### config.mk
export PLATFORM = sky130hd
export DESIGN_NAME = lba_ctrl
export DESIGN_NICKNAME = d
export VERILOG_FILES = /design/src/sv/lba_pkg.sv /design/src/sv/lba_ctrl.sv
export SDC_FILE = /design/constraint.sdc
export NUM_CORES = 1
export LEC_CHECK = 0
export ABC_AREA = 1
export BUFFER_PORTS_ARGS = -buffer_cell sky130_fd_sc_hd__buf_2
export CORE_AREA = 2 2 39 41
export DETAILED_ROUTE_END_ITERATION = 8
export DIE_AREA = 0 0 41 43
export GPL_ROUTABILITY_DRIVEN = 0
export GPL_TIMING_DRIVEN = 0
export PLACE_DENSITY_LB_ADDON = 0.05
export SYNTH_ARGS = -nofsm -noshare
export SYNTH_HDL_FRONTEND = slang
export SYNTH_SLANG_ARGS = --single-unit
### constraint.sdc
create_clock -name clk -period 1.3 [get_ports clk]
set_input_delay 0.195 -clock clk [delete_from_list [all_inputs] [get_ports clk]]
set_output_delay 0.195 -clock clk [all_outputs]
set_load 0.05 [all_outputs]
### src/sv/lba_pkg.sv
// shared widths, codes and control bundles of the linked block allocator
package lba_pkg;

	// fixed field widths
	localparam int OP_W     = 1;
	localparam int LEN_W    = 12;
	localparam int START_W  = 10;
	localparam int STATUS_W = 2;
	localparam int FIRST_W  = 10;
	localparam int COUNT_W  = 11;
	localparam int MARK_W   = 2;

	// default geometry
	localparam int DEF_BLOCK_COUNT     = 1024;
	localparam int DEF_RESERVED_BLOCKS = 32;
	localparam int DEF_BLOCK_UNITS     = 2;

	typedef logic [OP_W-1:0]     op_t;
	typedef logic [STATUS_W-1:0] status_t;
	typedef logic [MARK_W-1:0]   mark_t;

	localparam op_t OP_ALLOC = 1'b0;
	localparam op_t OP_FREE  = 1'b1;

	localparam status_t ST_DONE    = 2'd0;
	localparam status_t ST_NOSPACE = 2'd1;
	localparam status_t ST_INVALID = 2'd2;

	localparam mark_t MARK_FREE = 2'd0;
	localparam mark_t MARK_USED = 2'd1;
	localparam mark_t MARK_RESV = 2'd2;

	// controller to datapath
	typedef struct packed {
		logic    load;
		logic    step;
		logic    emit;
		status_t res_status;
	} cmd_t;

	// datapath to controller
	typedef struct packed {
		logic op_free;
		logic zero_len;
		logic no_space;
		logic cur_ok;
		logic last;
	} sts_t;

endpackage

### src/sv/lba_ctrl.sv
// sequencing state machine of the linked block allocator
module lba_ctrl (
	input  logic          clk,
	input  logic          arst_n,
	input  logic          in_valid,
	output logic          in_stall,
	output logic          out_valid,
	input  logic          out_stall,
	input  lba_pkg::sts_t sts,
	output lba_pkg::cmd_t cmd
);
	import lba_pkg::*;

	typedef enum logic [3:0] {
		S_IDLE   = 4'b0001,
		S_FIRST  = 4'b0010,
		S_WALK   = 4'b0100,
		S_RESULT = 4'b1000
	} state_t;

	state_t  state_q, state_d;
	status_t st_q, st_d;
	logic    out_valid_q;

	always_comb begin
		cmd = '0;
		state_d = state_q;
		st_d = st_q;
		case (state_q)
			S_IDLE: begin
				if (in_valid) begin
					cmd.load = 1'b1;
					state_d = S_FIRST;
				end
			end
			S_FIRST: begin
				if (!sts.op_free) begin
					if (sts.zero_len) begin
						st_d = ST_INVALID;
						state_d = S_RESULT;
					end else if (sts.no_space) begin
						st_d = ST_NOSPACE;
						state_d = S_RESULT;
					end else begin
						cmd.step = 1'b1;
						st_d = ST_DONE;
						state_d = sts.last ? S_RESULT : S_WALK;
					end
				end else if (!sts.cur_ok) begin
					st_d = ST_INVALID;
					state_d = S_RESULT;
				end else begin
					cmd.step = 1'b1;
					st_d = ST_DONE;
					state_d = S_WALK;
				end
			end
			S_WALK: begin
				if (!sts.op_free) begin
					cmd.step = 1'b1;
					if (sts.last) begin
						state_d = S_RESULT;
					end
				end else if (sts.cur_ok) begin
					cmd.step = 1'b1;
				end else begin
					state_d = S_RESULT;
				end
			end
			S_RESULT: begin
				if (!out_valid_q || !out_stall) begin
					cmd.emit = 1'b1;
					state_d = S_IDLE;
				end
			end
			default: begin
				state_d = S_IDLE;
			end
		endcase
		cmd.res_status = st_q;
	end

	always_ff @(posedge clk or negedge arst_n) begin
		if (!arst_n) begin
			state_q <= S_IDLE;
			st_q <= ST_DONE;
			out_valid_q <= 1'b0;
		end else begin
			state_q <= state_d;
			st_q <= st_d;
			if (cmd.emit) begin
				out_valid_q <= 1'b1;
			end else if (!out_stall) begin
				out_valid_q <= 1'b0;
			end
		end
	end

	assign in_stall = (state_q != S_IDLE);
	assign out_valid = out_valid_q;

	a_emit_slot_free: assert property (@(posedge clk) disable iff (!arst_n)
		cmd.emit |-> (!out_valid_q || !out_stall))
		else $error("result loaded over one not yet transferred");

	a_step_while_busy: assert property (@(posedge clk) disable iff (!arst_n)
		cmd.step |-> (state_q == S_FIRST || state_q == S_WALK))
		else $error("table step outside a walk");

endmodule

==> summary.md <==
| Metric | Value |
|---|---|
| Clk buf depth | `2` |
| Clock-pin slew on the worst setup and hold paths | `0.06 ns` |
| Pint | `0.7433 mW` |
| Net Sw Frac | `0.5191` |
| Distinct cells, synth | `14` |
| Initial antenna violation count | `0` |
| Share of cells above drive strength 1 | `0.4944` |
| Core ar. | `1384 µm²` |
| Initial DRC count | `5` |
| Die Span Y | `43 µm` |
| Fin crit share | `1.191` |
| Die Width | `41 µm` |
| Syn_area_per_cell | `6.812 µm²` |
| Synth-to-layout area growth | `64.14%` |
| # Max-Cap Violations | `0` |
| Residual DRC count | `0` |
| Wire per inst | `9.571 µm` |
| Reg power frac | `0.252` |
| TritonCTS clock tree | `done` |
| Flop2flop setup slack | `0.06 ns` |
| RSZ-0062 raised after global routing | `true` |
| Clock root buffer | `clkbuf_4` |
| #FFs+latches synth | `7` |
| Final ANT Viol Nets | `0` |
| Row count | `14` |
| Setup WS post-layout | `-0.2489 ns` |
| Nets@finish | `99` |
| Final instance area | `704.4 µm²` |
| Boundary Pins | `16` |
| Final WL | `1005 µm` |
| DR vias | `476` |
| Least-Margin Pin Slew | `0.2801 ns` |
| Htree depth | `1` |
| Largest net degree at the start of global routing | `8` |
| Peak VDD IR | `1010 µV` |
| Seq/Total Area, Yosys | `0.4111` |
| Violated checks | `negative setup slack` |
| CTS Buf Count | `3` |
| Critical path endpoint category | `output pin` |
| Clock power share | `0.132` |
| Final Critical Period | `1.549 ns` |
| FMAX | `645.6 MHz` |
| Number of clock sinks | `7` |
| Syn Nets | `72` |
| TritonRoute pass-1 iters | `4` |
| Fillers | `152` |
| Most frequent cells in the layout | `14 x nand2_1, 12 x buf_2, 10 x nor2_1` |
| Setup_tns | `-0.8247 ns` |
| Total GRT Usage | `0.1431` |
| Clock latency on the worst-skew pair | `0.25 ns` |
| # setup viols final | `4` |
| Mapped Area | `429.2 µm²` |
| P_sw | `0.8023 mW` |
| Most common cell after layout, fill and taps aside | `nand2_1` |
| Congestion Overflow GR | `0` |
| I/O Buffers | `15` |
| Critical path startpoint category | `flop` |
| Worst Hold Class | `input port to flop` |
| Slew HR | `0.8120` |
| Clock Skew | `0.004119 ns` |
| Placed cell areas | `564.3 µm²` |
| Gate power share | `0.616` |
| Vias in the first global route | `432` |
| Crit path kind | `flop to output pin` |
| Die Area | `1763 µm²` |
| P_leak | `0.3861 nW` |
| Detailed placement HPWL | `740.9 µm` |
| Initial Util | `0.3101` |
| Status | `finished with violations` |
| Diode count | `0` |
| Max Transition Viols Final | `0` |
| P per Cell Area | `2194 nW/µm²` |
| Final Hold Fails | `0` |
| Via density | `4.533` |
| Worst Hold Slack | `0.1676 ns` |
| Warnings, synthesis | `0` |
| Worst path arrival time | `1.35 ns` |
| Worst Path Required | `1.11 ns` |
| Post-synthesis cell count | `63` |
| Crit path max fanout | `5` |
| First-pass GRT wire length | `1690 µm` |
what timing repair did:
item	CTS	global route
hold endpoints to repair	7	0
buffers inserted	3	3
cloned	0	0
resized for setup	7	10
hold buffers	1	0
pin swaps	3	5
endpoints found under the setup margin	4	4
flip-flops by register name, summed over array words and instances (netlist names):
signal,cells
out_valid,1
st_q,2
state_q,4
Yosys cell counts:
cell type	number	area share
nand2_1	16	0.14
nor2_1	13	0.11
inv_1	7	0.061
dfrtp_1	6	0.35
nand3_1	4	0.047
o21ai_1	4	0.047
nand2_2	3	0.044
nor2_2	3	0.044
o21ai_0	2	0.023
a21oi_1	1	0.012
dfstp_2	1	0.061
inv_2	1	0.0087
nor2_4	1	0.026
nor3_2	1	0.023
final cells by class:
class	instances	area, µm²	area share
inverter	8	35.03	0.04973
multi-input combinational	48	292.8	0.4156
timing repair buffer	22	152.6	0.2167
clock buffer	4	26.28	0.03730
sequential	7	177.7	0.2522
tap	16	20.02	0.02842
logic make-up (layout without fill, tap and decap cells):
| group | Yosys count | in the layout | synth area share |
|---|---|---|---|
| and+or+nand+nor | 41 | 41 | 0.4373 |
| DFF | 7 | 7 | 0.4111 |
| buffers and inverters | 8 | 34 | 0.06997 |
| AOI/OAI and AO/OA | 7 | 7 | 0.08162 |
critical path, stage by stage (launching register included):
cell     delay (ns)
dfrtp_1        0.40
inv_2          0.09
nand2_4        0.08
nor3_4         0.24
inv_4          0.06
nor2_4         0.08
buf_6          0.15
per-stage QoR:
step,utilization,total power [mW],std cells,setup slack [ns]
2_1_floorplan,-,1.028,63,-0.08848
3_3_place_gp,0.4078,1.177,94,-0.1533
3_5_place_dp,0.4078,1.178,94,-0.1515
4_1_cts,0.4638,1.479,102,-0.2756
5_1_grt,0.5090,1.663,105,-0.3282
6_report,0.5090,1.546,105,-0.2489
per-layer routing:
metal,wire (µm),part of all wire,up-vias,track usage
met5,0,0,-,0
met1,448,0.45,212,0.1759
met3,33,0.033,4,0.03141
met2,492,0.49,14,0.2094
met4,31,0.031,0,0.1000
li1,-,-,246,-
power by group through the flow:
stage,combinational [mW],sequential [mW],clock (mW)
after floorplan,0.525,0.502,0
after global placement,0.806,0.370,0
after detailed placement,0.803,0.375,0
after CTS,0.896,0.371,0.212
after global routing,1.03,0.401,0.230
final,0.951,0.390,0.205
worst paths after layout:
kind	startpoint	to	cells past startpoint
hold reg to reg	st_q[1]	st_q[1]	2
hold / removal	out_stall	out_valid	3
min in group asynchronous	arst_n	state_q[3]	2
setup / recovery	state_q[2]	cmd[4]	6
setup reg to reg	state_q[2]	state_q[3]	9
max in group asynchronous	arst_n	state_q[0]	2
Note: power is estimated with default switching activity, not from simulation.
